--- config.mk ---
export PLATFORM = sky130hd
export DESIGN_NAME = keypad_code_lock_controller
export DESIGN_NICKNAME = d
export VERILOG_FILES = /design/src/design/klc_pkg.sv /design/src/design/klc_front.sv /design/src/design/klc_queue.sv /design/src/design/klc_back.sv /design/src/design/keypad_code_lock_controller.sv
export VERILOG_INCLUDE_DIRS = /design/src /design/src/design
export SDC_FILE = /design/constraint.sdc
export NUM_CORES = 1
export LEC_CHECK = 0
export BUFFER_PORTS_ARGS = -buffer_cell sky130_fd_sc_hd__buf_2
export CAP_MARGIN = 20
export CELL_PAD_IN_SITES_DETAIL_PLACEMENT = 1
export CELL_PAD_IN_SITES_GLOBAL_PLACEMENT = 2
export CORE_MARGIN = 10
export CORE_UTILIZATION = 47
export DETAILED_ROUTE_END_ITERATION = 8
export HOLD_SLACK_MARGIN = 0.02
export PLACE_DENSITY = 0.89
export SYNTH_ARGS = -nofsm -noshare
export SYNTH_HDL_FRONTEND = slang
export SYNTH_SLANG_ARGS = --single-unit
--- constraint.sdc ---
create_clock -name clk_i -period 8.4 [get_ports clk_i]
set_input_delay 0.84 -clock clk_i [delete_from_list [all_inputs] [get_ports clk_i]]
set_output_delay 0.84 -clock clk_i [all_outputs]
set_load 0.005 [all_outputs]
--- src/design/keypad_code_lock_controller_assert.svh ---
// ----------------------------------------------------------------------------
// Keypad code lock controller - assertion macros
// Shared property wrappers, sampled on clk_i and disabled during reset.
// ----------------------------------------------------------------------------
`ifndef KEYPAD_CODE_LOCK_CONTROLLER_ASSERT_SVH
`define KEYPAD_CODE_LOCK_CONTROLLER_ASSERT_SVH

// Check a property at every clock edge outside reset.
`define KLC_ASSERT(name, prop, text) \
  name: assert property (@(posedge clk_i) disable iff (!rst_ni) (prop)) \
    else $error(text);

// Check that a condition is followed by an outcome in the next cycle.
`define KLC_ASSERT_NEXT(name, cond, outcome, text) \
  name: assert property (@(posedge clk_i) disable iff (!rst_ni) (cond) |=> (outcome)) \
    else $error(text);

`endif

--- src/design/klc_pkg.sv ---
// ----------------------------------------------------------------------------
// Keypad code lock controller - package
// Event kinds, action codes, key characters and the types passed between the
// front end, the bundle queue and the back end.
// ----------------------------------------------------------------------------
`default_nettype none

package klc_pkg;

  // Event kinds
  localparam logic [1:0] KIND_KEY  = 2'd0;
  localparam logic [1:0] KIND_OPEN = 2'd1;
  localparam logic [1:0] KIND_LOCK = 2'd2;

  // Result actions
  typedef enum logic [2:0] {
    ACT_WRITE   = 3'd0,
    ACT_CLEAR   = 3'd1,
    ACT_MESSAGE = 3'd2,
    ACT_OPEN    = 3'd3,
    ACT_LOCK    = 3'd4
  } action_e;

  // Key characters
  localparam logic [7:0] CH_NONE = 8'h00;
  localparam logic [7:0] CH_HASH = 8'h23;
  localparam logic [7:0] CH_STAR = 8'h2A;
  localparam logic [7:0] CH_ZERO = 8'h30;
  localparam logic [7:0] CH_ONE  = 8'h31;
  localparam logic [7:0] CH_TWO  = 8'h32;
  localparam logic [7:0] CH_NINE = 8'h39;
  localparam logic [7:0] CH_C    = 8'h43;
  localparam logic [7:0] CH_D    = 8'h44;

  localparam logic [31:0] RESET_CODE  = 32'h3433_3231;  // "1234", first key lowest
  localparam logic [8:0]  RESET_ANGLE = 9'd135;
  localparam logic [9:0]  MAX_ANGLE   = 10'd260;

  // Bundle layout
  localparam int MaxSlots   = 5;
  localparam int SlotW      = $clog2(MaxSlots + 1);
  localparam int QueueDepth = 2;
  localparam int QPtrW      = (QueueDepth > 1) ? $clog2(QueueDepth) : 1;

  typedef struct packed {
    action_e    act;
    logic [7:0] ch;
    logic       msg;
  } slot_t;

  // All results of one event
  typedef struct packed {
    logic [SlotW-1:0]           cnt;
    slot_t [MaxSlots-1:0]       slot;
    logic                       ccw;
    logic [8:0]                 deg;
    logic                       door;
  } bundle_t;

  // One result word
  typedef struct packed {
    action_e    act;
    logic [7:0] ch;
    logic       msg;
    logic       dir;
    logic [8:0] deg;
    logic       door;
    logic       last;
  } word_t;

endpackage

`default_nettype wire

--- src/design/klc_front.sv ---
// ----------------------------------------------------------------------------
// Keypad code lock controller - front end
// Accepts events, advances the lock state and packs the actions of each event
// into one bundle for the queue.
// ----------------------------------------------------------------------------
`default_nettype none
`include "keypad_code_lock_controller_assert.svh"

module klc_front import klc_pkg::*; (
  input  wire logic       clk_i,
  input  wire logic       rst_ni,
  input  wire logic       push_i,
  input  wire logic [1:0] kind_i,
  input  wire logic [7:0] key_char_i,
  input  wire logic       full_i,
  output logic            q_push_o,
  output bundle_t         q_data_o
);

  localparam logic [2:0] MODE_WAIT     = 3'd0;
  localparam logic [2:0] MODE_PASSWORD = 3'd1;
  localparam logic [2:0] MODE_CHANGE   = 3'd2;
  localparam logic [2:0] MODE_DEGREE   = 3'd3;
  localparam logic [2:0] MODE_CLOCK    = 3'd4;

  logic [2:0]      mode_q, mode_d;
  logic [3:0]      kc_q, kc_d;
  logic [3:0][7:0] ent_q, ent_d;
  logic [3:0][7:0] stored_q, stored_d;
  logic [1:0][7:0] ad_q, ad_d;
  logic [8:0]      angle_q, angle_d;
  logic            ccw_q, ccw_d;
  logic            door_q, door_d;
  logic            accept;
  bundle_t         bnd;

  assign accept = push_i && !full_i;

  function automatic bundle_t add(bundle_t b, action_e a, logic [7:0] ch, logic msg);
    bundle_t r;
    r = b;
    if (r.cnt < SlotW'(MaxSlots)) begin
      r.slot[r.cnt].act = a;
      r.slot[r.cnt].ch  = (a == ACT_WRITE) ? ch : CH_NONE;
      r.slot[r.cnt].msg = (a == ACT_MESSAGE) ? msg : 1'b0;
      r.cnt             = r.cnt + SlotW'(1);
    end
    return r;
  endfunction

  always_comb begin
    logic [3:0] kn;
    logic       h_ok, t_ok, k_ok, ok;
    logic [9:0] v;
    mode_d   = mode_q;
    kc_d     = kc_q;
    ent_d    = ent_q;
    stored_d = stored_q;
    ad_d     = ad_q;
    angle_d  = angle_q;
    ccw_d    = ccw_q;
    door_d   = door_q;
    bnd      = '0;
    kn       = kc_q + 4'd1;
    h_ok     = (ad_q[0] >= CH_ZERO) && (ad_q[0] <= CH_NINE);
    t_ok     = (ad_q[1] >= CH_ZERO) && (ad_q[1] <= CH_NINE);
    k_ok     = (key_char_i >= CH_ZERO) && (key_char_i <= CH_NINE);
    v        = 10'(ad_q[0][3:0]) * 10'd100 + 10'(ad_q[1][3:0]) * 10'd10
             + 10'(key_char_i[3:0]);
    ok       = h_ok && t_ok && k_ok && (v <= MAX_ANGLE);
    unique case (kind_i)
      KIND_KEY: begin
        if (key_char_i != CH_NONE) begin
          unique case (mode_q)
            MODE_PASSWORD: begin
              kc_d = kn;
              bnd  = add(bnd, ACT_WRITE, CH_STAR, 1'b0);
              if (kn < 4'd4) ent_d[kn[1:0]] = key_char_i;
              if (kn >= 4'd3) begin
                if (ent_d == stored_q) begin
                  if (!door_q) bnd = add(bnd, ACT_OPEN, CH_NONE, 1'b0);
                  door_d = 1'b1;
                end
                bnd    = add(bnd, ACT_CLEAR, CH_NONE, 1'b0);
                kc_d   = 4'd0;
                mode_d = MODE_WAIT;
              end
            end
            MODE_CHANGE: begin
              bnd = add(bnd, ACT_WRITE, key_char_i, 1'b0);
              if (kc_q < 4'd4) ent_d[kc_q[1:0]] = key_char_i;
              kc_d = kn;
              if (kc_d == 4'd4) begin
                if (ent_d == stored_q) begin
                  bnd = add(bnd, ACT_WRITE, CH_HASH, 1'b0);
                end else begin
                  kc_d   = 4'd0;
                  mode_d = MODE_WAIT;
                  bnd    = add(bnd, ACT_CLEAR, CH_NONE, 1'b0);
                end
              end
              if (kc_d == 4'd5 && key_char_i != CH_D && key_char_i != CH_C)
                stored_d[0] = key_char_i;
              if (kc_d >= 4'd6 && kc_d <= 4'd8)
                stored_d[2'(kc_d - 4'd5)] = key_char_i;
              if (kc_d == 4'd5 && key_char_i == CH_D) mode_d = MODE_DEGREE;
              if (kc_d == 4'd5 && key_char_i == CH_C) mode_d = MODE_CLOCK;
              if (kc_d >= 4'd8) begin
                kc_d   = 4'd0;
                mode_d = MODE_WAIT;
                bnd    = add(bnd, ACT_CLEAR, CH_NONE, 1'b0);
              end
            end
            MODE_CLOCK: begin
              bnd = add(bnd, ACT_CLEAR, CH_NONE, 1'b0);
              if (key_char_i == CH_ONE) begin
                ccw_d = 1'b0;
                bnd   = add(bnd, ACT_MESSAGE, CH_NONE, 1'b0);
              end else if (key_char_i == CH_TWO) begin
                ccw_d = 1'b1;
                bnd   = add(bnd, ACT_MESSAGE, CH_NONE, 1'b1);
              end
              kc_d   = 4'd0;
              mode_d = MODE_WAIT;
            end
            MODE_DEGREE: begin
              bnd  = add(bnd, ACT_WRITE, key_char_i, 1'b0);
              kc_d = kn;
              if (kn == 4'd6) begin
                ad_d[0] = key_char_i;
              end else if (kn == 4'd7) begin
                ad_d[1] = key_char_i;
              end else if (kn >= 4'd8) begin
                bnd = add(bnd, ACT_CLEAR, CH_NONE, 1'b0);
                if (ok) begin
                  angle_d = v[8:0];
                  bnd     = add(bnd, ACT_WRITE, ad_q[0], 1'b0);
                  bnd     = add(bnd, ACT_WRITE, ad_q[1], 1'b0);
                  bnd     = add(bnd, ACT_WRITE, key_char_i, 1'b0);
                end
                kc_d   = 4'd0;
                mode_d = MODE_WAIT;
              end
            end
            default: begin
              if (kc_q == 4'd0) bnd = add(bnd, ACT_CLEAR, CH_NONE, 1'b0);
              if (key_char_i == CH_HASH) begin
                mode_d = MODE_CHANGE;
                bnd    = add(bnd, ACT_WRITE, CH_HASH, 1'b0);
              end else begin
                if (kc_q < 4'd4) ent_d[kc_q[1:0]] = key_char_i;
                bnd    = add(bnd, ACT_WRITE, CH_STAR, 1'b0);
                mode_d = MODE_PASSWORD;
              end
            end
          endcase
        end
      end
      KIND_OPEN: begin
        if (!door_q) bnd = add(bnd, ACT_OPEN, CH_NONE, 1'b0);
        door_d = 1'b1;
      end
      KIND_LOCK: begin
        bnd    = add(bnd, ACT_LOCK, CH_NONE, 1'b0);
        door_d = 1'b0;
      end
      default: begin
        bnd = '0;
      end
    endcase
    bnd.ccw  = ccw_d;
    bnd.deg  = angle_d;
    bnd.door = door_d;
  end

  assign q_push_o = accept && (bnd.cnt != '0);
  assign q_data_o = bnd;

  always_ff @(posedge clk_i or negedge rst_ni) begin
    if (!rst_ni) begin
      mode_q   <= MODE_WAIT;
      kc_q     <= 4'd0;
      stored_q <= RESET_CODE;
      angle_q  <= RESET_ANGLE;
      ccw_q    <= 1'b0;
      door_q   <= 1'b0;
    end else if (accept) begin
      mode_q   <= mode_d;
      kc_q     <= kc_d;
      stored_q <= stored_d;
      angle_q  <= angle_d;
      ccw_q    <= ccw_d;
      door_q   <= door_d;
    end
  end

  // Entry buffers need no reset: every entry is written before it is read
  always_ff @(posedge clk_i) begin
    if (accept) begin
      ent_q <= ent_d;
      ad_q  <= ad_d;
    end
  end

  `KLC_ASSERT_NEXT(a_lock_closes, accept && kind_i == KIND_LOCK, !door_q, "lock left door open")
  `KLC_ASSERT(a_angle_range, angle_q <= MAX_ANGLE[8:0], "swing angle beyond range")

endmodule

`default_nettype wire

--- src/design/klc_queue.sv ---
// ----------------------------------------------------------------------------
// Keypad code lock controller - bundle queue
// Short first-in first-out store of action bundles between front and back.
// ----------------------------------------------------------------------------
`default_nettype none
`include "keypad_code_lock_controller_assert.svh"

module klc_queue import klc_pkg::*; (
  input  wire logic    clk_i,
  input  wire logic    rst_ni,
  input  wire logic    wr_i,
  input  wire bundle_t wr_data_i,
  output logic         full_o,
  output logic         rd_valid_o,
  output bundle_t      rd_data_o,
  input  wire logic    rd_i
);

  bundle_t          mem_q [QueueDepth];
  logic [QPtrW-1:0] wp_q, rp_q;
  logic [QPtrW:0]   cnt_q;

  function automatic logic [QPtrW-1:0] inc(logic [QPtrW-1:0] p);
    return (p == QPtrW'(QueueDepth - 1)) ? '0 : p + QPtrW'(1);
  endfunction

  assign full_o     = (cnt_q == (QPtrW+1)'(QueueDepth));
  assign rd_valid_o = (cnt_q != '0);
  assign rd_data_o  = mem_q[rp_q];

  always_ff @(posedge clk_i or negedge rst_ni) begin
    if (!rst_ni) begin
      wp_q  <= '0;
      rp_q  <= '0;
      cnt_q <= '0;
    end else begin
      if (wr_i) wp_q <= inc(wp_q);
      if (rd_i) rp_q <= inc(rp_q);
      cnt_q <= cnt_q + (QPtrW+1)'(wr_i) - (QPtrW+1)'(rd_i);
    end
  end

  always_ff @(posedge clk_i) begin
    if (wr_i) mem_q[wp_q] <= wr_data_i;
  end

  `KLC_ASSERT(a_no_overflow, wr_i |-> !full_o, "bundle written into full queue")
  `KLC_ASSERT(a_no_underflow, rd_i |-> rd_valid_o, "bundle read from empty queue")

endmodule

`default_nettype wire

--- src/design/klc_back.sv ---
// ----------------------------------------------------------------------------
// Keypad code lock controller - back end
// Unpacks the head bundle one action a cycle into the result register, while
// that register is empty or being popped.
`default_nettype none
`include "keypad_code_lock_controller_assert.svh"

module klc_back import klc_pkg::*; (
  input  wire logic    clk_i,
  input  wire logic    rst_ni,
  input  wire logic    q_valid_i,
  input  wire bundle_t q_data_i,
  output logic         q_pop_o,
  input  wire logic    pop_i,
  output logic         empty_o,
  output word_t        word_o
);

  logic [SlotW-1:0] idx_q, idx_d;
  logic             out_valid_q, out_valid_d;
  word_t            word_q, word_d;
  logic             load, last, servo;
  slot_t            cur;

  assign load  = q_valid_i && (!out_valid_q || pop_i);
  assign cur   = q_data_i.slot[idx_q];
  assign last  = (idx_q == q_data_i.cnt - SlotW'(1));
  assign servo = (cur.act == ACT_OPEN) || (cur.act == ACT_LOCK);

  always_comb begin
    word_d.act  = cur.act;
    word_d.ch   = cur.ch;
    word_d.msg  = cur.msg;
    word_d.dir  = servo ? q_data_i.ccw : 1'b0;
    word_d.deg  = servo ? q_data_i.deg : 9'd0;
    word_d.door = q_data_i.door;
    word_d.last = last;
    idx_d       = idx_q;
    q_pop_o     = 1'b0;
    if (load) begin
      // advance through the bundle, drop it after its final action
      if (last) begin
        idx_d   = '0;
        q_pop_o = 1'b1;
      end else begin
        idx_d = idx_q + SlotW'(1);
      end
    end
    priority if (load) begin
      out_valid_d = 1'b1;
    end else if (pop_i) begin
      out_valid_d = 1'b0;
    end else begin
      out_valid_d = out_valid_q;
    end
  end

  always_ff @(posedge clk_i or negedge rst_ni) begin
    if (!rst_ni) begin
      idx_q       <= '0;
      out_valid_q <= 1'b0;
    end else begin
      idx_q       <= idx_d;
      out_valid_q <= out_valid_d;
    end
  end

  always_ff @(posedge clk_i) begin
    if (load) word_q <= word_d;
  end

  assign empty_o = !out_valid_q;
  assign word_o  = word_q;

  `KLC_ASSERT(a_bundle_nonempty, q_valid_i |-> q_data_i.cnt != '0, "empty bundle queued")
  `KLC_ASSERT(a_idx_inside, idx_q != '0 |-> q_valid_i && idx_q < q_data_i.cnt, "slot index lost")

endmodule

`default_nettype wire

--- src/design/keypad_code_lock_controller.sv ---
// ----------------------------------------------------------------------------
// Keypad code lock controller
// Takes key and button events and returns display and servo actions.
// ----------------------------------------------------------------------------
// Each event word (a key press or an open or lock button press) is accepted
// whenever full is low; the front end updates the lock state in that cycle
// and packs the zero to five actions the event causes into one bundle.
// A two-bundle queue parts it from the back end, which hands out one result
// word per cycle while pop is held high, through a registered output; events
// that cause no action never reach the queue. Events can arrive back to back
// while earlier bundles are still being unpacked; full rises only when both
// queue slots hold bundles. Reset value of the stored code is "1234", of the
// swing angle 135 degrees, clockwise, door locked.
// ----------------------------------------------------------------------------
`default_nettype none

module keypad_code_lock_controller import klc_pkg::*; (
  input  wire logic       clk_i,
  input  wire logic       rst_ni,
  input  wire logic       push,
  output logic            full,
  input  wire logic [1:0] kind_i,
  input  wire logic [7:0] key_char_i,
  output logic            empty,
  input  wire logic       pop,
  output logic [2:0]      action_o,
  output logic [7:0]      char_code_o,
  output logic            message_id_o,
  output logic            turn_direction_o,
  output logic [8:0]      turn_degrees_o,
  output logic            door_open_o,
  output logic            last_o
);

  logic    q_push, q_full, q_valid, q_pop;
  bundle_t q_wdata, q_rdata;
  word_t   word;

  // Front end: classify the event and advance the lock state
  klc_front u_front (
    .clk_i      (clk_i),
    .rst_ni     (rst_ni),
    .push_i     (push),
    .kind_i     (kind_i),
    .key_char_i (key_char_i),
    .full_i     (q_full),
    .q_push_o   (q_push),
    .q_data_o   (q_wdata)
  );

  // Hold bundles so either side can stall on its own
  klc_queue u_queue (
    .clk_i      (clk_i),
    .rst_ni     (rst_ni),
    .wr_i       (q_push),
    .wr_data_i  (q_wdata),
    .full_o     (q_full),
    .rd_valid_o (q_valid),
    .rd_data_o  (q_rdata),
    .rd_i       (q_pop)
  );

  // Back end: one action word a cycle while the receiver pops
  klc_back u_back (
    .clk_i     (clk_i),
    .rst_ni    (rst_ni),
    .q_valid_i (q_valid),
    .q_data_i  (q_rdata),
    .q_pop_o   (q_pop),
    .pop_i     (pop),
    .empty_o   (empty),
    .word_o    (word)
  );

  assign full             = q_full;
  assign action_o         = word.act;
  assign char_code_o      = word.ch;
  assign message_id_o     = word.msg;
  assign turn_direction_o = word.dir;
  assign turn_degrees_o   = word.deg;
  assign door_open_o      = word.door;
  assign last_o           = word.last;

endmodule

`default_nettype wire

Word-level counts from Yosys, hierarchy flattened
Memories as Yosys holds them, arrays and structs flattened.
Index checks and enable logic that the tools add are counted.
{ "classes": {"addsub": 20, "n_mul": 2, "n_lt_le_gt_ge": 51, "n_eq_ne": 30, "muxes": 255, "bitwise_logic": 2, "n_reduce_logical": 47} }
{ "op_table": {"columns": ["op", "n"], "rows": [
  ["60-bit bitwise mux", 36],
  ["63-bit two-way mux", 33],
  ["74-bit two-way mux", 24],
  ["12-bit demux with 3-bit select", 30],
  ["74-bit case mux with 4 select lines", 1],
  ["32-bit two-way mux", 9],
  ["12-bit two-way mux", 23],
  ["74-bit case mux with 3 select lines", 1],
  ["9-bit two-way mux", 17],
  ["72-bit two-way mux", 2],
  ["32-bit bitwise mux", 3],
  ["32-bit case mux with 3 select lines", 1],
  ["3-bit two-way mux", 22],
  ["32-bit equality test", 2],
  ["8-bit two-way mux", 8],
  ["8-bit demux with 2-bit select", 3],
  ["3-bit by 4-bit less-than comparator with 1-bit output (second input constant)", 11],
  ["4-bit two-way mux", 10],
  ["12-bit binary-select mux with 3-bit select", 1],
  ["3-bit by 1-bit adder with 3-bit output (second input constant)", 11],
  ["3-bit by 1-bit >= comparator with 1-bit output (second input constant)", 10],
  ["3-bit less-than comparator (second input constant)", 10],
  ["1-bit logical AND", 27],
  ["1-bit two-way mux", 27],
  ["other kinds (54)", 85]
]} }
{ "totals": {"ff_bits": 130, "mem_bits_rw": 148, "in_bits": 14, "out_inout_bits": 26, "word_cells": 435, "mem_count": 1} }
{ "mem_list": {"columns": ["name", "depth", "width", "read_ports", "rd_ports_with_merged_regs", "wr", "line_no", "rtl"], "rows": [
  ["u_queue.mem_q", 2, 74, 1, 0, 1, "klc_queue.sv:19", "bundle_t mem_q [QueueDepth];"]
]} }

Longest topological paths before layout
{ "logic_depth": {"depth_word": 67, "ltp_mapped": 16, "mapped_depth_nobuf": 15} }

Modules after synthesis
Synthesis repeated with hierarchy kept, for this count alone.
{ "hier_totals": {"cells_unflattened": 1245, "area_unflattened_um2": 15556.2} }
{ "modules_own_cells": {"columns": ["mod", "n_inst", "cells_each", "area_each_um2", "seq_area_each_um2"], "rows": [
  ["klc_front", 1, 870, 8174.1, 2713.9],
  ["klc_queue", 1, 245, 5741.8, 4544.4],
  ["klc_back", 1, 130, 1640.3, 820.8]
]} }

Worst setup path before layout
OpenSTA, ideal clock, no wires.
{ "synth_timing": {"path_kind": "input -> register", "startpoint": "in key_char_i[5]", "endpoint": "mem u_queue.mem_q[0][0] in the netlist's numbering, enable pin", "setup_time_ns": 0.479, "arrival_ns": 5.096, "required_ns": 7.921, "setup_slack_ns": 2.825, "cell_stages": 9, "path_buffers": 1, "cell_sequence": "clkbuf_1 -> inv_2 -> nor4_1 -> nand4_1 -> nand2b_1 -> nand4_1 -> nor2_1 -> o32ai_1 -> nor2b_1"} }
{ "synth_between": {"elab_chain_len": 21, "elab_cells_between_ends": 59, "cone_classes": "add/sub: 2; order compare: 5; eq/ne: 5; mux: 41; reduce/logical: 6"} }
{ "synth_rtl": {"columns": ["element", "line_no", "rtl"], "rows": [
  ["start: declaration", "keypad_code_lock_controller.sv:23", "input wire logic [7:0] key_char_i,"],
  ["32-bit bitwise mux (on tied branches)", "klc_front.sv:91, klc_front.sv:78", null],
  ["32-bit two-way mux (on tied branches)", null, null],
  ["32-bit two-way mux", "klc_front.sv:74", "unique case (mode_q)"],
  ["32-bit two-way mux", "klc_front.sv:73", "if (key_char_i != CH_NONE) begin"],
  ["32-bit two-way mux", "klc_front.sv:71", "unique case (kind_i)"],
  ["32-bit equality test (on tied branches)", "klc_front.sv:94, klc_front.sv:80", null],
  ["74-bit two-way mux (on tied branches)", "klc_front.sv:94, klc_front.sv:80", null],
  ["74-bit two-way mux (on tied branches)", "klc_front.sv:93, klc_front.sv:79", null],
  ["[5 not listed]", null, null],
  ["74-bit two-way mux (on tied branches)", "klc_front.sv:108, klc_front.sv:79", null],
  ["74-bit case mux with 4 select lines", "klc_front.sv:74", null],
  ["74-bit two-way mux *", "klc_front.sv:73", null],
  ["74-bit case mux with 3 select lines *", "klc_front.sv:71", null],
  ["3-bit nonzero test *", "klc_front.sv:176", "assign q_push_o = accept && (bnd.cnt != '0);"],
  ["1-bit logical AND *", "klc_front.sv:176", null],
  ["1-bit two-way mux *", "klc_queue.sv:44", "if (wr_i) mem_q[wp_q] <= wr_data_i;"],
  ["1-bit two-way mux (implied by the code) *", "klc_queue.sv:44", null],
  ["end: declaration", "klc_queue.sv:19", null]
]} }
Mark *: on every way between the ends. The rest lies on a longest branch, timed or not. The select of a mux whose other input is x is not followed.

==> results.json <==
{
  "status": "complete, no violations",
  "drt_pass1_iterations": 5,
  "initial_core_util_pct": 47.8,
  "fin_crit_sh_pct": 63.4,
  "grt_usage_pct": 20.9,
  "clock_latency_ps": 560,
  "yosys.area.top_type": "edfxtp_1",
  "post_cts_buffers": 0,
  "synthArstFlopShare_pct": 23.8,
  "critPathRequiredTime_ps": 8680,
  "slew_headroom_pct": 28.1,
  "whs_endpoint": "u_front.angle_q[6]$_DFFE_PN0P_",
  "maxClockFrequency_mhz": 188,
  "reg2reg_to": "u_queue.mem_q[0][1]$_DFFE_PP_",
  "coreArea_um2": 27900,
  "drt-wirelength-per-cell_um": 24.7,
  "hold_buffers": 0,
  "die_area_um2": 35600,
  "critPathKind": "register to register",
  "ctsLongestPathBuffers": 3,
  "fin_area_um2": 14800,
  "cts_made_buffers": 27,
  "fin_setup_tns_ps": 0,
  "cts_tree": "done",
  "min_delay_path_depth": 1,
  "worstPathMaxFanout": 23,
  "drt_wl_total_um": 37900,
  "grt_max_degree": 59,
  "gp_congestion": 0.942,
  "grt_pass1_wl_um": 58400,
  "reg2reg_depth": 15,
  "die_w_um": 189,
  "cts_root_buf": "clkbuf_16",
  "fin_worst_skew_ps": 14.3,
  "netlist_instances": 1101,
  "drv_cap": 0,
  "final-hold-violation-count": 0,
  "synth-warning-count": 0,
  "synth_ff_type": "edfxtp_1",
  "port-buffer-count": 39,
  "layout.nets": 1196,
  "h-tree-depth": 1,
  "post-route-util_pct": 53.0,
  "antenna_found_initial": 0,
  "place_hpwl_um": 26400,
  "drtAntennaViolNets": 0,
  "p_per_area_nw_per_um2": 287,
  "ys_seq_elements": 244,
  "diodes": 0,
  "ys_types": 88,
  "synth-edff-count": 186,
  "tightest_slew_ps": 1080,
  "cts_resized": 0,
  "clk_pin_slew_ps": 70,
  "r2r_slack_ps": 3080,
  "yosysSeqAreaShare_pct": 52.8,
  "dr.first_iter.drc_count": 600,
  "arrival_ps": 5610,
  "hp-class": "register to register",
  "setup_violations": 0,
  "critPathLaunchType": "register",
  "die_h_um": 189,
  "fin_cells": 1535,
  "yosysTopAreaCellShare_pct": 41.8,
  "synthTopCellsByArea": "edfxtp_1, dfrtp_1, mux2i_1, ha_1, dfstp_2",
  "vias": 9249,
  "vdd_drop_max_uv": 141,
  "grt_overflow": 0,
  "endpoint_kind": "register",
  "grt_pass1_vias": 9659,
  "syn2layout_area_growth_pct": 10.8,
  "post_dp_cell_area_um2": 13900,
  "slew_violations": 0,
  "vias_per_cell": 6.03,
  "reg2reg_from": "u_front.ad_q[11]$_DFFE_PP_",
  "hp-start": "u_front.angle_q[6]$_DFFE_PN0P_",
  "syn-mean-instance-area_um2": 12.1,
  "power.leakage_nw": 5.88,
  "min_period_ps": 5320,
  "drc": 0,
  "ioPinCount": 40,
  "syn_area_um2": 13400,
  "core.rowCount": 61,
  "cts.sinks": 244,
  "drive_above_1_share_pct": 16.5,
  "rsz0062_at_grt": "no",
  "dp_cells": 1484
}
## state kept, by name, indices dropped and copies added (netlist names)
name,flops
u_queue.mem_q,114
u_front.ent_q,32
u_front.stored_q,32
u_back.word_o,24
u_front.ad_q,16
u_front.angle_q,9
u_front.kc_q,4
u_back.idx_q,3
u_front.mode_q,3
u_queue.cnt_q,2
u_back.out_valid_q,1
u_front.ccw_q,1
u_front.door_q,1
u_queue.rp_q,1
u_queue.wp_q,1
## metrics by stage
step	setup WS (ps)	power (mW)	hold WS (ps)
final	3080	4.25	503
after global routing	2770	4.46	522
after CTS	2990	4.28	507
after detailed placement	2580	3.08	502
after global placement	2750	3.03	481
after floorplan	2830	2.64	455
## synth_stat cells (all sizes together), types with 12 or more instances
cell / number
nor2b: 39
nand4: 12
o21ai: 59
ha: 41
and2: 21
edfxtp: 186
clkbuf: 40
nand3: 19
dfstp: 17
dfrtp: 41
mux2: 59
a21oi: 41
mux2i: 62
and3: 18
nor4: 15
inv: 55
buf: 17
nor2: 57
xnor2: 36
xor2: 22
nand2: 65
nor3: 14
o22ai: 14
## cell families after synthesis
logic type	synth area share (%)
flip-flops	52.8
AND/OR/NAND/NOR	12.8
AO/OA/AOI/OAI	10.3
adder cells (fa/ha/maj)	4.67
XOR/XNOR	3.80
multiplexers	12.0
buffers and inverters	3.53
other	0.0281
## worst max path at each step
stage	startpoint	to	slack, ps	depth (start not counted)
2_1_floorplan	key_char_i[5]	u_queue.mem_q[0][0]$_DFFE_PP_	2830	9
3_5_place_dp	key_char_i[3]	u_queue.mem_q[0][1]$_DFFE_PP_	2580	13
4_1_cts	u_front.ad_q[11]$_DFFE_PP_	u_queue.mem_q[0][1]$_DFFE_PP_	2990	15
6_report	u_front.ad_q[11]$_DFFE_PP_	u_queue.mem_q[0][1]$_DFFE_PP_	3080	15
3_3_place_gp	key_char_i[3]	u_queue.mem_q[0][9]$_DFFE_PP_	2750	13
5_1_grt	u_front.ad_q[11]$_DFFE_PP_	u_queue.mem_q[0][7]$_DFFE_PP_	2770	15
## area by class of cell
class / instances / area (um2)
fill: 2926 / 13100
sequential: 244 / 7060
multi-input combinational: 757 / 5890
clock buffer: 34 / 722
tap: 378 / 473
timing repair buffer: 50 / 290
inverter: 56 / 210
clock inverter: 16 / 161
## worst max-delay path, cell delays in order (launching register included)
cell and delay [ps]:
edfxtp_1 470, ha_1 340, ha_1 180, inv_1 60
fa_1 470, inv_1 40, ha_1 290, ha_1 320
o21a_1 130, a211oi_1 300, nor2_1 100, xor2_1 180
o41ai_1 420, nor3b_2 500, and3_1 830, mux2_1 430
## routing by layer
| layer | track usage, % | part of all wire, % |
|---|---|---|
| met1 | 25.5 | 41 |
| met2 | 36.8 | 51 |
| met3 | 2.58 | 4.3 |
| met4 | 8.12 | 4.1 |
| met5 | 0 | 0 |
## where the power goes
part | internal (mW) | switching (mW) | leakage (nW)
sequential | 1.58 | 0.163 | 2.42
clock | 0.677 | 0.507 | 0.427
combinational | 0.486 | 0.840 | 3.03
## placed cells by master, fill, tap and decap left out, types with 11 or more instances in the layout
master     instances
clkbuf_16         27
xnor2_1           36
mux2i_1           61
nor2b_1           38
mux2_2            24
mux4_2            11
mux2_4            19
nand2b_1          11
nand3_1           16
buf_2             39
dfstp_2           17
edfxtp_1         186
dfrtp_1           40
nor3_1            14
xor2_1            22
o22ai_1           14
nor4_1            12
ha_1              41
and2_1            20
a21oi_1           41
and3_1            18
mux2_1            16
nor2_1            56
inv_1             52
o21ai_0           52
conb_1            14
nand2_1           65
Note: power is estimated with default switching activity, not from simulation.
